`src/rbsp_pkg.sv`:
```
// ============================================================================
// rbsp_pkg: shared types and constants of the RBSP bit reader
// Action codes, sequencer states and the words passed between the top level
// and the read engine.
// ============================================================================
`default_nettype none

package rbsp_pkg;

    localparam int VALUE_W = 32;

    // Emulation prevention byte that follows two zero bytes.
    localparam logic [7:0] EPB_BYTE = 8'h03;

    // Exp-Golomb prefix length (leading zeros) at which a read gives up with overrun.
    localparam logic [5:0] MAX_LEAD = 6'd32;

    typedef enum logic [2:0] {
        ACT_START = 3'd0,
        ACT_LOAD  = 3'd1,
        ACT_FIXED = 3'd2,
        ACT_UE    = 3'd3,
        ACT_SE    = 3'd4
    } action_t;

    typedef enum logic [2:0] {
        ST_IDLE,
        ST_FETCH,
        ST_CHECK,
        ST_BIT,
        ST_SUM,
        ST_SIGN,
        ST_DONE
    } state_t;

    typedef enum logic {
        PH_FIXED,
        PH_PREFIX
    } phase_t;

    typedef struct packed {
        logic        valid;
        action_t     action;
        logic [5:0]  bit_count;
    } cmd_t;

    typedef struct packed {
        logic                      done;
        logic [VALUE_W-1:0]        uval;
        logic signed [VALUE_W-1:0] sval;
        logic                      overrun;
    } res_t;

    // Bit offset, counted from the MSB, of the lowest set bit of a byte.
    function automatic logic [2:0] stop_offset(input logic [7:0] b);
        logic [2:0] off;
        off = 3'd0;
        for (int i = 7; i >= 0; i--)
        begin
            if (b[i])
            begin
                off = 3'(7 - i);
            end
        end
        return off;
    endfunction

endpackage

`default_nettype wire

```
`src/rbsp_read_engine.sv`:
```
// ============================================================================
// rbsp_read_engine: bit-serial read sequencer
// Takes one bit per cycle for fixed reads and Exp-Golomb prefixes and
// suffixes, fetches each new byte from the store, steps over emulation
// prevention bytes, then finishes ue in a sum step, se in sum and sign steps.
// ============================================================================
`default_nettype none

module rbsp_read_engine #(
    parameter int DEPTH = 4096,
    parameter int AW    = $clog2(DEPTH),
    parameter int CW    = $clog2(DEPTH + 1)
) (
    input  wire logic              clk,
    input  wire logic              rst_n,
    input  wire rbsp_pkg::cmd_t    cmd,
    input  wire logic [CW-1:0]     loaded,
    input  wire logic              out_free,
    input  wire logic [7:0]        rd_data,
    output logic                   rd_en,
    output logic      [AW-1:0]     rd_addr,
    output logic                   idle,
    output rbsp_pkg::res_t         res,
    output logic      [CW-1:0]     rbi,
    output logic      [2:0]        bit_pos,
    output logic      [CW-1:0]     skipped
);

    localparam int VW = rbsp_pkg::VALUE_W;

    rbsp_pkg::state_t  state_reg, state_next;
    rbsp_pkg::action_t op_reg, op_next;
    rbsp_pkg::phase_t  phase_reg, phase_next;

    logic [CW-1:0] rbi_reg, rbi_next;
    logic [2:0]    bit_reg, bit_next;
    logic [1:0]    zrun_reg, zrun_next;
    logic [CW-1:0] skipped_reg, skipped_next;
    logic          overrun_reg, overrun_next;
    logic          esc_reg, esc_next;
    logic [5:0]    count_reg, count_next;
    logic [5:0]    lead_reg, lead_next;
    logic [VW-1:0] val_reg, val_next;
    logic          odd_reg, odd_next;

    logic          at_end;
    logic [CW-1:0] rbi_inc;
    logic          inc_in_range;
    logic          cur_bit;
    logic          byte_last;
    logic          is_read;
    logic          escape;
    logic          bit_take;
    logic          bit_finish;
    logic [VW-1:0] code_mask;
    logic [VW:0]   val_plus;

    assign at_end       = rbi_reg >= loaded;
    assign rbi_inc      = rbi_reg + CW'(1);
    assign inc_in_range = rbi_inc < loaded;
    assign cur_bit      = rd_data[3'd7 - bit_reg];
    assign byte_last    = bit_reg == 3'd7;
    assign is_read      = (cmd.action == rbsp_pkg::ACT_FIXED)
                       || (cmd.action == rbsp_pkg::ACT_UE)
                       || (cmd.action == rbsp_pkg::ACT_SE);
    assign escape       = esc_reg && (zrun_reg >= 2'd2) && (rd_data == rbsp_pkg::EPB_BYTE);
    assign bit_take     = (state_reg == rbsp_pkg::ST_BIT) && !at_end
                       && ((phase_reg == rbsp_pkg::PH_PREFIX) || (count_reg != 6'd0));
    assign bit_finish   = (state_reg == rbsp_pkg::ST_BIT) && (phase_reg == rbsp_pkg::PH_FIXED)
                       && ((count_reg == 6'd0) || at_end);
    assign code_mask    = ~({VW{1'b1}} << lead_reg[4:0]);
    assign val_plus     = {1'b0, val_reg} + {{VW{1'b0}}, 1'b1};

    // Next state.
    always_comb
    begin
        state_next = state_reg;
        case (state_reg)
            rbsp_pkg::ST_IDLE:
            begin
                if (cmd.valid)
                begin
                    if (is_read)
                    begin
                        state_next = at_end ? rbsp_pkg::ST_BIT : rbsp_pkg::ST_FETCH;
                    end
                    else
                    begin
                        state_next = rbsp_pkg::ST_DONE;
                    end
                end
            end
            rbsp_pkg::ST_FETCH:
            begin
                state_next = rbsp_pkg::ST_CHECK;
            end
            rbsp_pkg::ST_CHECK:
            begin
                state_next = (escape && inc_in_range) ? rbsp_pkg::ST_FETCH : rbsp_pkg::ST_BIT;
            end
            rbsp_pkg::ST_BIT:
            begin
                if (bit_take && byte_last && inc_in_range)
                begin
                    state_next = rbsp_pkg::ST_FETCH;
                end
                else if (bit_finish)
                begin
                    state_next = (op_reg == rbsp_pkg::ACT_FIXED) ? rbsp_pkg::ST_DONE
                                                                 : rbsp_pkg::ST_SUM;
                end
            end
            rbsp_pkg::ST_SUM:
            begin
                state_next = (op_reg == rbsp_pkg::ACT_SE) ? rbsp_pkg::ST_SIGN
                                                          : rbsp_pkg::ST_DONE;
            end
            rbsp_pkg::ST_SIGN:
            begin
                state_next = rbsp_pkg::ST_DONE;
            end
            rbsp_pkg::ST_DONE:
            begin
                if (out_free)
                begin
                    state_next = rbsp_pkg::ST_IDLE;
                end
            end
            default:
            begin
                state_next = rbsp_pkg::ST_IDLE;
            end
        endcase
    end

    // Reader state and datapath.
    always_comb
    begin
        op_next      = op_reg;
        phase_next   = phase_reg;
        rbi_next     = rbi_reg;
        bit_next     = bit_reg;
        zrun_next    = zrun_reg;
        skipped_next = skipped_reg;
        overrun_next = overrun_reg;
        esc_next     = esc_reg;
        count_next   = count_reg;
        lead_next    = lead_reg;
        val_next     = val_reg;
        odd_next     = odd_reg;
        case (state_reg)
            rbsp_pkg::ST_IDLE:
            begin
                if (cmd.valid)
                begin
                    op_next    = cmd.action;
                    val_next   = '0;
                    odd_next   = 1'b0;
                    count_next = cmd.bit_count;
                    lead_next  = 6'd0;
                    esc_next   = 1'b0;
                    phase_next = ((cmd.action == rbsp_pkg::ACT_UE)
                               || (cmd.action == rbsp_pkg::ACT_SE))
                               ? rbsp_pkg::PH_PREFIX : rbsp_pkg::PH_FIXED;
                    if (cmd.action == rbsp_pkg::ACT_START)
                    begin
                        rbi_next     = '0;
                        bit_next     = 3'd0;
                        zrun_next    = 2'd0;
                        skipped_next = '0;
                        overrun_next = 1'b0;
                    end
                end
            end
            rbsp_pkg::ST_CHECK:
            begin
                esc_next = 1'b0;
                if (escape)
                begin
                    rbi_next     = rbi_inc;
                    skipped_next = skipped_reg + CW'(1);
                    zrun_next    = 2'd0;
                end
            end
            rbsp_pkg::ST_BIT:
            begin
                if (phase_reg == rbsp_pkg::PH_FIXED)
                begin
                    if (count_reg != 6'd0)
                    begin
                        if (at_end)
                        begin
                            overrun_next = 1'b1;
                        end
                        else
                        begin
                            val_next   = {val_reg[VW-2:0], cur_bit};
                            count_next = count_reg - 6'd1;
                        end
                    end
                end
                else
                begin
                    // The prefix always hands over to a suffix of lead bits; an
                    // empty suffix leaves the value at zero.
                    if (at_end)
                    begin
                        if (lead_reg == 6'd0)
                        begin
                            overrun_next = 1'b1;
                        end
                        count_next = lead_reg;
                        phase_next = rbsp_pkg::PH_FIXED;
                    end
                    else if (lead_reg == rbsp_pkg::MAX_LEAD)
                    begin
                        overrun_next = 1'b1;
                        lead_next    = 6'd0;
                        count_next   = 6'd0;
                        phase_next   = rbsp_pkg::PH_FIXED;
                    end
                    else if (cur_bit)
                    begin
                        count_next = lead_reg;
                        phase_next = rbsp_pkg::PH_FIXED;
                    end
                    else
                    begin
                        lead_next = lead_reg + 6'd1;
                    end
                end
                if (bit_take)
                begin
                    if (byte_last)
                    begin
                        bit_next = 3'd0;
                        if (rd_data == 8'd0)
                        begin
                            zrun_next = (zrun_reg == 2'd3) ? 2'd3 : zrun_reg + 2'd1;
                        end
                        else
                        begin
                            zrun_next = 2'd0;
                        end
                        rbi_next = rbi_inc;
                        esc_next = inc_in_range;
                    end
                    else
                    begin
                        bit_next = bit_reg + 3'd1;
                    end
                end
            end
            rbsp_pkg::ST_SUM:
            begin
                val_next = val_reg + code_mask;
            end
            rbsp_pkg::ST_SIGN:
            begin
                odd_next = val_reg[0];
                val_next = val_plus[VW:1];
            end
            default:
            begin
            end
        endcase
    end

    // Outputs.
    always_comb
    begin
        rd_en       = state_reg == rbsp_pkg::ST_FETCH;
        rd_addr     = rbi_reg[AW-1:0];
        idle        = state_reg == rbsp_pkg::ST_IDLE;
        res.done    = state_reg == rbsp_pkg::ST_DONE;
        res.overrun = overrun_reg;
        res.uval    = ((op_reg == rbsp_pkg::ACT_FIXED) || (op_reg == rbsp_pkg::ACT_UE))
                    ? val_reg : '0;
        if (op_reg == rbsp_pkg::ACT_SE)
        begin
            res.sval = odd_reg ? signed'(val_reg) : signed'(VW'(0) - val_reg);
        end
        else
        begin
            res.sval = '0;
        end
    end

    assign rbi     = rbi_reg;
    assign bit_pos = bit_reg;
    assign skipped = skipped_reg;

    always_ff @(posedge clk or negedge rst_n)
    begin
        if (!rst_n)
        begin
            state_reg   <= rbsp_pkg::ST_IDLE;
            rbi_reg     <= '0;
            bit_reg     <= 3'd0;
            zrun_reg    <= 2'd0;
            skipped_reg <= '0;
            overrun_reg <= 1'b0;
            esc_reg     <= 1'b0;
        end
        else
        begin
            state_reg   <= state_next;
            rbi_reg     <= rbi_next;
            bit_reg     <= bit_next;
            zrun_reg    <= zrun_next;
            skipped_reg <= skipped_next;
            overrun_reg <= overrun_next;
            esc_reg     <= esc_next;
        end
    end

    always_ff @(posedge clk)
    begin
        op_reg    <= op_next;
        phase_reg <= phase_next;
        count_reg <= count_next;
        lead_reg  <= lead_next;
        val_reg   <= val_next;
        odd_reg   <= odd_next;
    end

endmodule

`default_nettype wire
```
`config.mk`:
```
export PLATFORM = sky130hd
export DESIGN_NAME = rbsp_read_engine
export DESIGN_NICKNAME = d
export VERILOG_FILES = /design/src/rbsp_pkg.sv /design/src/rbsp_read_engine.sv
export SDC_FILE = /design/constraint.sdc
export NUM_CORES = 1
export LEC_CHECK = 0
export BUFFER_PORTS_ARGS = -buffer_cell sky130_fd_sc_hd__buf_4
export CORE_UTILIZATION = 50
export CTS_CLUSTER_DIAMETER = 60
export DETAILED_ROUTE_END_ITERATION = 16
export GPL_TIMING_DRIVEN = 0
export PLACE_DENSITY = 0.75
export SETUP_SLACK_MARGIN = 0.4
export SLEW_MARGIN = 20
export SYNTH_ARGS = -nofsm -noshare
export SYNTH_HDL_FRONTEND = slang
export SYNTH_SLANG_ARGS = --single-unit
```
`constraint.sdc`:
```
create_clock -name clk -period 11.5 [get_ports clk]
set_input_delay 1.15 -clock clk [delete_from_list [all_inputs] [get_ports clk]]
set_output_delay 1.15 -clock clk [all_outputs]
set_load 0.03 [all_outputs]
```
# Yosys cells after proc, flatten, opt, wreduce, memory -nomap -nowiden
# Cells that the tools add are included.
dict set report word_totals {
  reg_bits 85
  in_bits 34
  elab_cells 179
}
dict set report classes {
  addsub 10
  n_lt_le_gt_ge 4
  n_eq_ne 34
  shift 1
  n_mux 76
  bitwise_logic 2
  reduce_logical 39
}
# cell count
set op_table {}
lappend op_table {{$mux W32} 7}
lappend op_table {{$pmux W32 S4} 1}
lappend op_table {{$mux W13} 6}
lappend op_table {{$mux W6} 12}
lappend op_table {{$pmux W13 S3} 1}
lappend op_table {{$add A32 B1 Y33 const B} 1}
lappend op_table {{$add A32 B32 Y32} 1}
lappend op_table {{$not A32 Y32} 1}
lappend op_table {{$shl A32 B5 Y32 const A} 1}
lappend op_table {{$sub A1 B32 Y32 const A} 1}
lappend op_table {{$mux W3} 9}
lappend op_table {{$add A13 B1 Y13 const B} 2}
lappend op_table {{$pmux W13 S2} 1}
lappend op_table {{$pmux W6 S2} 2}
lappend op_table {{$mux W2} 11}
lappend op_table {{$pmux W3 S7} 1}
lappend op_table {{$eq A3 B2 Y1 const B} 6}
lappend op_table {{$eq A3 B3 Y1 const B} 6}
lappend op_table {{$mux W1} 18}
lappend op_table {{$ne A2 B2 Y1 const B} 8}
lappend op_table {{$reduce_and A5 Y1} 3}
lappend op_table {{$ge A13 B13 Y1} 1}
lappend op_table {{$lt A13 B13 Y1} 1}
lappend op_table {{$logic_not A6 Y1} 2}
lappend op_table {{36 further kinds} 63}

# Longest topological paths before layout
# Gate-level depths: netlist of the first run.
dict set report depth {
  ltp_word 8
  ltp_mapped 15
}

# Worst setup path before layout of the first run
# OpenSTA, ideal clock, no wires.
dict set report synth_timing {
  path_type {in2reg}
  start {input loaded[6]}
  end {register val_reg[0] (enable)}
  arrival_time_ns 4.449
  setup_slack_ns 6.619
  cell_stages 10
  n_path_buf 1
  path_cell_list {inv_1 > ha_1 > a21o_1 > a21oi_2 > a21boi_1 > a2111oi_4 > o21bai_2 > buf_4 > or3_1 > o22ai_1}
}
dict set report synth_via {
  elab_chain_len 3
}
# element line_no
set synth_rtl {}
lappend synth_rtl {{start, declared} rbsp_read_engine.sv:17} ;# input wire logic [CW-1:0] loaded,
lappend synth_rtl {{$ge A13 B13 Y1} rbsp_read_engine.sv:58} ;# assign at_end = rbi_reg >= loaded;
lappend synth_rtl {{$ne A2 B2 Y1 (no source line)} n/a}
lappend synth_rtl {{$reduce_and A5 Y1 (no source line)} n/a}
lappend synth_rtl {{end signal, assigned} rbsp_read_engine.sv:323} ;# val_reg <= val_next;
lappend synth_rtl {{end, declared} rbsp_read_engine.sv:43} ;# logic [VW-1:0] val_reg, val_next;
# No other way between the ends.
# A chain may end at the register's enable or synchronous reset.

==> results of run 1 <==
logic make-up after synthesis:
family / count (synthesis) / synth area share [%]
simple gates: 424 / 23.44
compound gates: 288 / 21.05
buf+inv: 133 / 6.288
xor+xnor: 103 / 10.19
flops: 85 / 26.79
fa+ha+maj: 75 / 10.68
mux: 11 / 1.554
layer usage:
layer / vias up / routed length, um
met2: 364 / 13220
met4: 0 / 1008
met5: - / 0
met1: 4203 / 11370
met3: 67 / 1816
li1: 4285 / -
how the worst min path moves through the flow:
stage,from,end,slack [ns],cells past startpoint
finish,zrun_reg[0],zrun_reg[0],0.51,2
global route,zrun_reg[0],zrun_reg[0],0.54,2
CTS,zrun_reg[0],zrun_reg[0],0.52,2
detailed placement,zrun_reg[0],zrun_reg[0],0.50,2
global placement,overrun_reg,overrun_reg,0.48,2
floorplan,zrun_reg[0],zrun_reg[0],0.45,2
Yosys cell counts, types with 17 or more instances:
cell type and n:
ha_1 74, a21oi_1 73, nand2_1 109, xnor2_1 74, nand3_1 43, nor3_1 25, nor2b_1 17, and2_1 40
o21ai_1 24, a21o_1 22, o21ai_0 54, xor2_1 29, clkbuf_1 61, nor2_1 108, inv_1 49, dfrtp_1 36
edfxtp_1 49
power groups by stage:
stage	logic, uW	clock network (uW)	registers, uW
after global routing	2110	357	639
after floorplan	1340	0	610
after global placement	1870	0	632
final	1950	343	628
after detailed placement	1910	0	630
after CTS	1920	344	624
through the flow:
stage          hold slack [ns]  cells  util [%]  setup WS, ns  total power [uW]
6_report                0.5132   1503     61.23         7.127              2917
5_1_grt                 0.5439   1503     61.23         6.922              3108
4_1_cts                 0.5175   1503     61.23         7.125              2890
3_5_place_dp            0.4976   1487     59.22         7.184              2539
3_3_place_gp            0.4770   1486     58.98         5.600              2499
2_1_floorplan           0.4550   1119         -         6.619              1947
layout make-up:
cell class,instances,area [um2]
repair buffers,143,1094
fillers,1633,6705
clock buffers,10,250.2
multi-input cells,901,5939
plain buffers,83,369.1
inverters,50,187.7
well taps,225,281.5
flip-flops and latches,85,2372
clock inverters,6,97.59
critical path: cells and delay by family (launching register included):
kind,cells,cell delay (ns)
AOI/OAI and AO/OA,1,0.10
buffers and inverters,2,0.43
and+or+nand+nor,5,1.74
xor gates and xnor gates,1,0.16
DFF,1,0.44
==> flow_summary_export.csv, run 1 <==
group,metric,value,unit
pwr,internal_power,1403,uW
grt,use_met1,37.89,%
pwr,p_clk_share,11.8,%
final_layout,diodes,0,
setup_path,startpoint,"val_reg[6]",
final_layout,largest_register_ffs,32,
hold_path,hp-class,"reg -> reg",
route,wl,27.41,mm
pwr,sw_frac_of_total,51.90,%
grt,antenna_found_initial,0,
grt,grt_util_met3,5.443,%
setup_path,crit_required,10.35,ns
final_layout,finalNetCount,1382,
synthesis,synth_cell_types,74,
cts,cts-buffers-inserted,9,
grt,overflow,0,
synthesis,synth_area_leaders,"edfxtp_1 (17%), ha_1 (10%), dfrtp_1 (10%), xnor2_1 (7.3%), nand2_1 (4.6%)",
floorplanning,die_w,135.1,um
place,gp_congestion,0.9435,
sta,maxSlewViolCount,0,
setup_path,crit_path_max_fanout,10,
floorplanning,pin_count,143,
final_layout,synthToLayoutAreaGrowth,19.61,%
grt,grt_max_degree,37,
setup_path,rr_endpoint,"val_reg[31]",
floorplanning,core,0.01730,mm2
floorplanning,start_util,51.19,%
grt,grt_pass1_vias,8584,
route,avgViaCountPerCell,5.934,
cts,htreeDepth,3,
synthesis,synth_ff_type,"edfxtp_1",
sta,tightest_slew,1.013,ns
floorplanning,row_count,48,
sta,fmax,228.7,MHz
sta,finalHoldViolCount,0,
pwr,power.leakage,0.004631,uW
setup_path,arrival,3.22,ns
pwr,p_sw,1514,uW
floorplanning,die_y,135.1,um
sta,finalCritPeriodShare,38.02,%
synthesis,synth_edf_count,49,
route,drc,0,
final_layout,fin_area,0.01059,mm2
route,drtPass1Iterations,5,
route,vias,8919,
route,wl_per_cell,18.24,um
synthesis,ys_ff_latch,85,
cts,clockRootBuffer,"clkbuf_16",
cts,clk_latency,0.36,ns
synthesis,synth_nets,1228,
status,outcome,"finished clean",
synthesis,synth_top_area_share,16.62,%
synthesis,synth_area,0.008855,mm2
final_layout,drive_gt1_share,15.10,%
cts,path_clk_slew,0.07,ns
pwr,p_seq_share,21.5,%
place,dpl.hpwl,21.48,mm
grt,grt-busiest-layer,"met2",
pwr,peakVddDrop,0.1580,mV
sta,finClkSkew,0.008870,ns
setup_path,crit_chain,"clkbuf_1 -> or4_1 -> nor3_2 -> and4b_1 -> and2b_1 -> a21oi_1 -> xnor2_1 -> nor2_1 -> buf_4",
synthesis,synth_warnings,0,
run,cap_viol_max_count,0,
cts,cts.sinks,85,
setup_path,path_class,"reg -> out",
setup_path,reg2reg_from,"lead_reg[2]",
place,placed_area,0.01024,mm2
route,ant_nets,0,
synthesis,syn_inst,1119,
pwr,pwr-share-comb,66.7,%
grt,track_usage,30.59,%
final_layout,mostFrequentLayoutCells,"buf_4 (156), nand2_1 (109), nor2_1 (108)",
synthesis,ys_async_sr_fraction,42.35,%
sta,maxSlewHeadroom,32.22,%
place,portBuffers,142,
route,drt_iter0_drc,884,
setup_path,slowest_stage,"or4_1",
floorplanning,dieArea,0.01825,mm2
cts,cts_hold_buf,0,
setup_path,startpoint_type,"flop",
cts,cts.path.max_buffers,2,
sta,final.setup.tns,0,ns
sta,fin_crit,4.373,ns
synthesis,synth-seq-area-share,26.79,%
synthesis,synth_area_per_cell,7.913,um2
setup_path,r2r_setup_slack,7.27,ns
cts,cts_tree,"built",
setup_path,worstSetupEndpoint,"res[25]",
final_layout,layout_commonest_cell,"buf_4",
synthesis,yosys.area.top_type,"edfxtp_1",
setup_path,rr_worst_depth,13,
grt,grt_use_met2,52.32,%
pwr,p_per_area,275.4,mW/mm2
sta,rsz0062_at_grt,"false",
cts,post_cts_buffers,0,
setup_path,critPathCaptureType,"output pin",
sta,setup_viol,0,
grt,grt_pass1_wl,43.59,mm
cts,cts_resized,0,
setup_path,critical_path.max_stage_delay,0.65,ns
Note: power is estimated with default switching activity, not from simulation.
==> run 2: changes to the inputs <==
- clock period: 11.5 -> 4.05 ns (I/O delays scaled with it)
==> run 2 against run 1 <==
Clock-buffer cell count unchanged. Cell area increased by 3.4%. Register-to-register slack got worse by 6.9 ns. Wire length increased by 1.6%. Flip-flop and latch count unchanged. Setup slack got worse by 6.7 ns.
==> flow_summary_export.csv, run 2 (synthesis gave the netlist of run 1 again) <==
group,metric,value,unit
hold_path,hp-class,"in -> async",
cts,clk_latency,0.35,ns
setup_path,crit_required,4.15,ns
cts,htreeDepth,3,
sta,setup_viol,0,
route,drtPass1Iterations,5,
pwr,power.leakage,0.004780,uW
final_layout,finalNetCount,1403,
place,portBuffers,142,
final_layout,finalCoreUtilization,63.30,%
pwr,total_power,8571,uW
cts,cts_hold_buf,0,
route,avgViaCountPerCell,5.974,
grt,overflow,0,
route,wl_met2,13.74,mm
place,dp.cells,1487,
place,pre_cts_ws,-0.05095,ns
cts,cts-buffers-inserted,9,
route,wl_per_cell,18.27,um
setup_path,arrival,3.75,ns
sta,tightest_slew,0.8882,ns
pwr,sw_frac_of_total,52.34,%
sta,maxSlewHeadroom,40.57,%
cts,cts.sinks,85,
setup_path,startpoint_type,"flop",
final_layout,synthToLayoutAreaGrowth,23.65,%
setup_path,critPathCaptureType,"flop",
place,gp_congestion,0.9776,
final_layout,final_cells,1524,
sta,maxSlewViolCount,0,
grt,grt_pass1_vias,8502,
pwr,pwr-share-comb,69.3,%
final_layout,drive_gt1_share,19.78,%
grt,grt_pass1_wl,43.40,mm
sta,finalCritPeriodShare,89.98,%
pwr,p_sw,4486,uW
sta,finClkSkew,0.008375,ns
route,wl,27.84,mm
floorplanning,die_w,135.1,um
route,vias,9104,
grt,grt_max_degree,37,
cts,cts.path.max_buffers,2,
cts,cts_tree,"built",
final_layout,diodes,0,
cts,path_clk_slew,0.07,ns
sta,finalHoldViolCount,0,
final_layout,mostFrequentLayoutCells,"buf_4 (177), nand2_1 (105), nor2_1 (104)",
sta,final.setup.tns,0,ns
run,cap_viol_max_count,0,
sta,fmax,274.4,MHz
final_layout,largest_register_ffs,32,
pwr,p_seq_share,20.7,%
sta,rsz0062_at_grt,"true",
setup_path,path_class,"reg -> reg",
floorplanning,dieArea,0.01825,mm2
route,drt_iter0_drc,706,
pwr,p_clk_share,10.0,%
place,dpl.hpwl,21.23,mm
final_layout,layout_commonest_cell,"buf_4",
route,ant_nets,0,
setup_path,crit_path_max_fanout,4,
pwr,internal_power,4085,uW
route,wl_met3,1.721,mm
floorplanning,row_count,48,
grt,track_usage,30.07,%
route,wl_met1,11.44,mm
floorplanning,core,0.01730,mm2
route,drc,0,
cts,clockRootBuffer,"clkbuf_16",
sta,fin_ws,0.4058,ns
floorplanning,pin_count,143,
grt,antenna_found_initial,0,
route,highest_layer,"met4",
floorplanning,start_util,51.19,%
sta,fin_crit,3.644,ns
floorplanning,die_y,135.1,um
pwr,p_per_area,782.8,mW/mm2
pwr,peakVddDrop,0.3604,mV
status,outcome,"finished clean",
==> run 2: critical path, cell delays in order (launching register included) <==
cell	delay [ns]
edfxtp_1	0.41
buf_4	0.16
buf_4	0.14
ha_1	0.20
nand2_2	0.12
nand2_1	0.10
ha_1	0.33
nand2_1	0.07
a21o_1	0.22
o21ai_4	0.23
a2111oi_4	0.12
o41a_1	0.53
o31ai_4	0.31
nor3_1	0.08
or3b_1	0.36
==> run 2: cell type report <==
| class | count | area, um2 |
|---|---|---|
| clock inverters | 6 | 52.55 |
| repair buffers | 164 | 1251 |
| plain buffers | 83 | 377.9 |
| multi-input cells | 901 | 6170 |
| flip-flops and latches | 85 | 2376 |
| clock buffers | 10 | 250.2 |
| well taps | 225 | 281.5 |
| fillers | 1549 | 6347 |
| inverters | 50 | 190.2 |
==> run 2: power groups by stage <==
stage / sequential (uW) / combinational, uW / clock (uW)
after global placement: 1790 / 5260 / 0
after global routing: 1810 / 6390 / 888
after floorplan: 1730 / 3800 / 0
final: 1780 / 5940 / 857
after detailed placement: 1790 / 5390 / 0
after CTS: 1770 / 5540 / 864
==> run 2: layer usage <==
| layer | up-vias | global-route usage (%) |
|---|---|---|
| met4 | 0 | 12.05 |
| met5 | - | 0 |
| met3 | 73 | 5.030 |
| met2 | 372 | 52.52 |
| li1 | 4331 | - |
| met1 | 4328 | 36.69 |
==> run 2: final timing paths <==
| path | from | end | slack [ns] | cells after the start |
|---|---|---|---|---|
| setup / recovery | lead_reg[1] | val_reg[31] | 0.41 | 14 |
| hold reg to reg | zrun_reg[0] | zrun_reg[0] | 0.51 | 2 |
| hold / removal | rst_n | skipped[11] | 0.002 | 1 |
| setup reg to reg | lead_reg[1] | val_reg[31] | 0.41 | 14 |
| max in group asynchronous | rst_n | rbi[2] | 3.69 | 1 |
| min in group clk | cmd[7] | op_reg[1] | 0.26 | 1 |
==> run 2: through the flow <==
step	cell area (um2)	hold slack (ns)
final	10950	0.001667
after global routing	10950	0.03537
after CTS	10670	0.01417
after detailed placement	10240	0.3945
after global placement	10210	0.3932
after floorplan	8861	0.1094
==> run 2: repair_timing <==
action | CTS | global route
resized for setup | 25 | 41
pin swaps | 4 | 16
setup buffers | 6 | 15
endpoints found under the hold margin | 0 | 0
endpoints found under the setup margin | 14 | 22
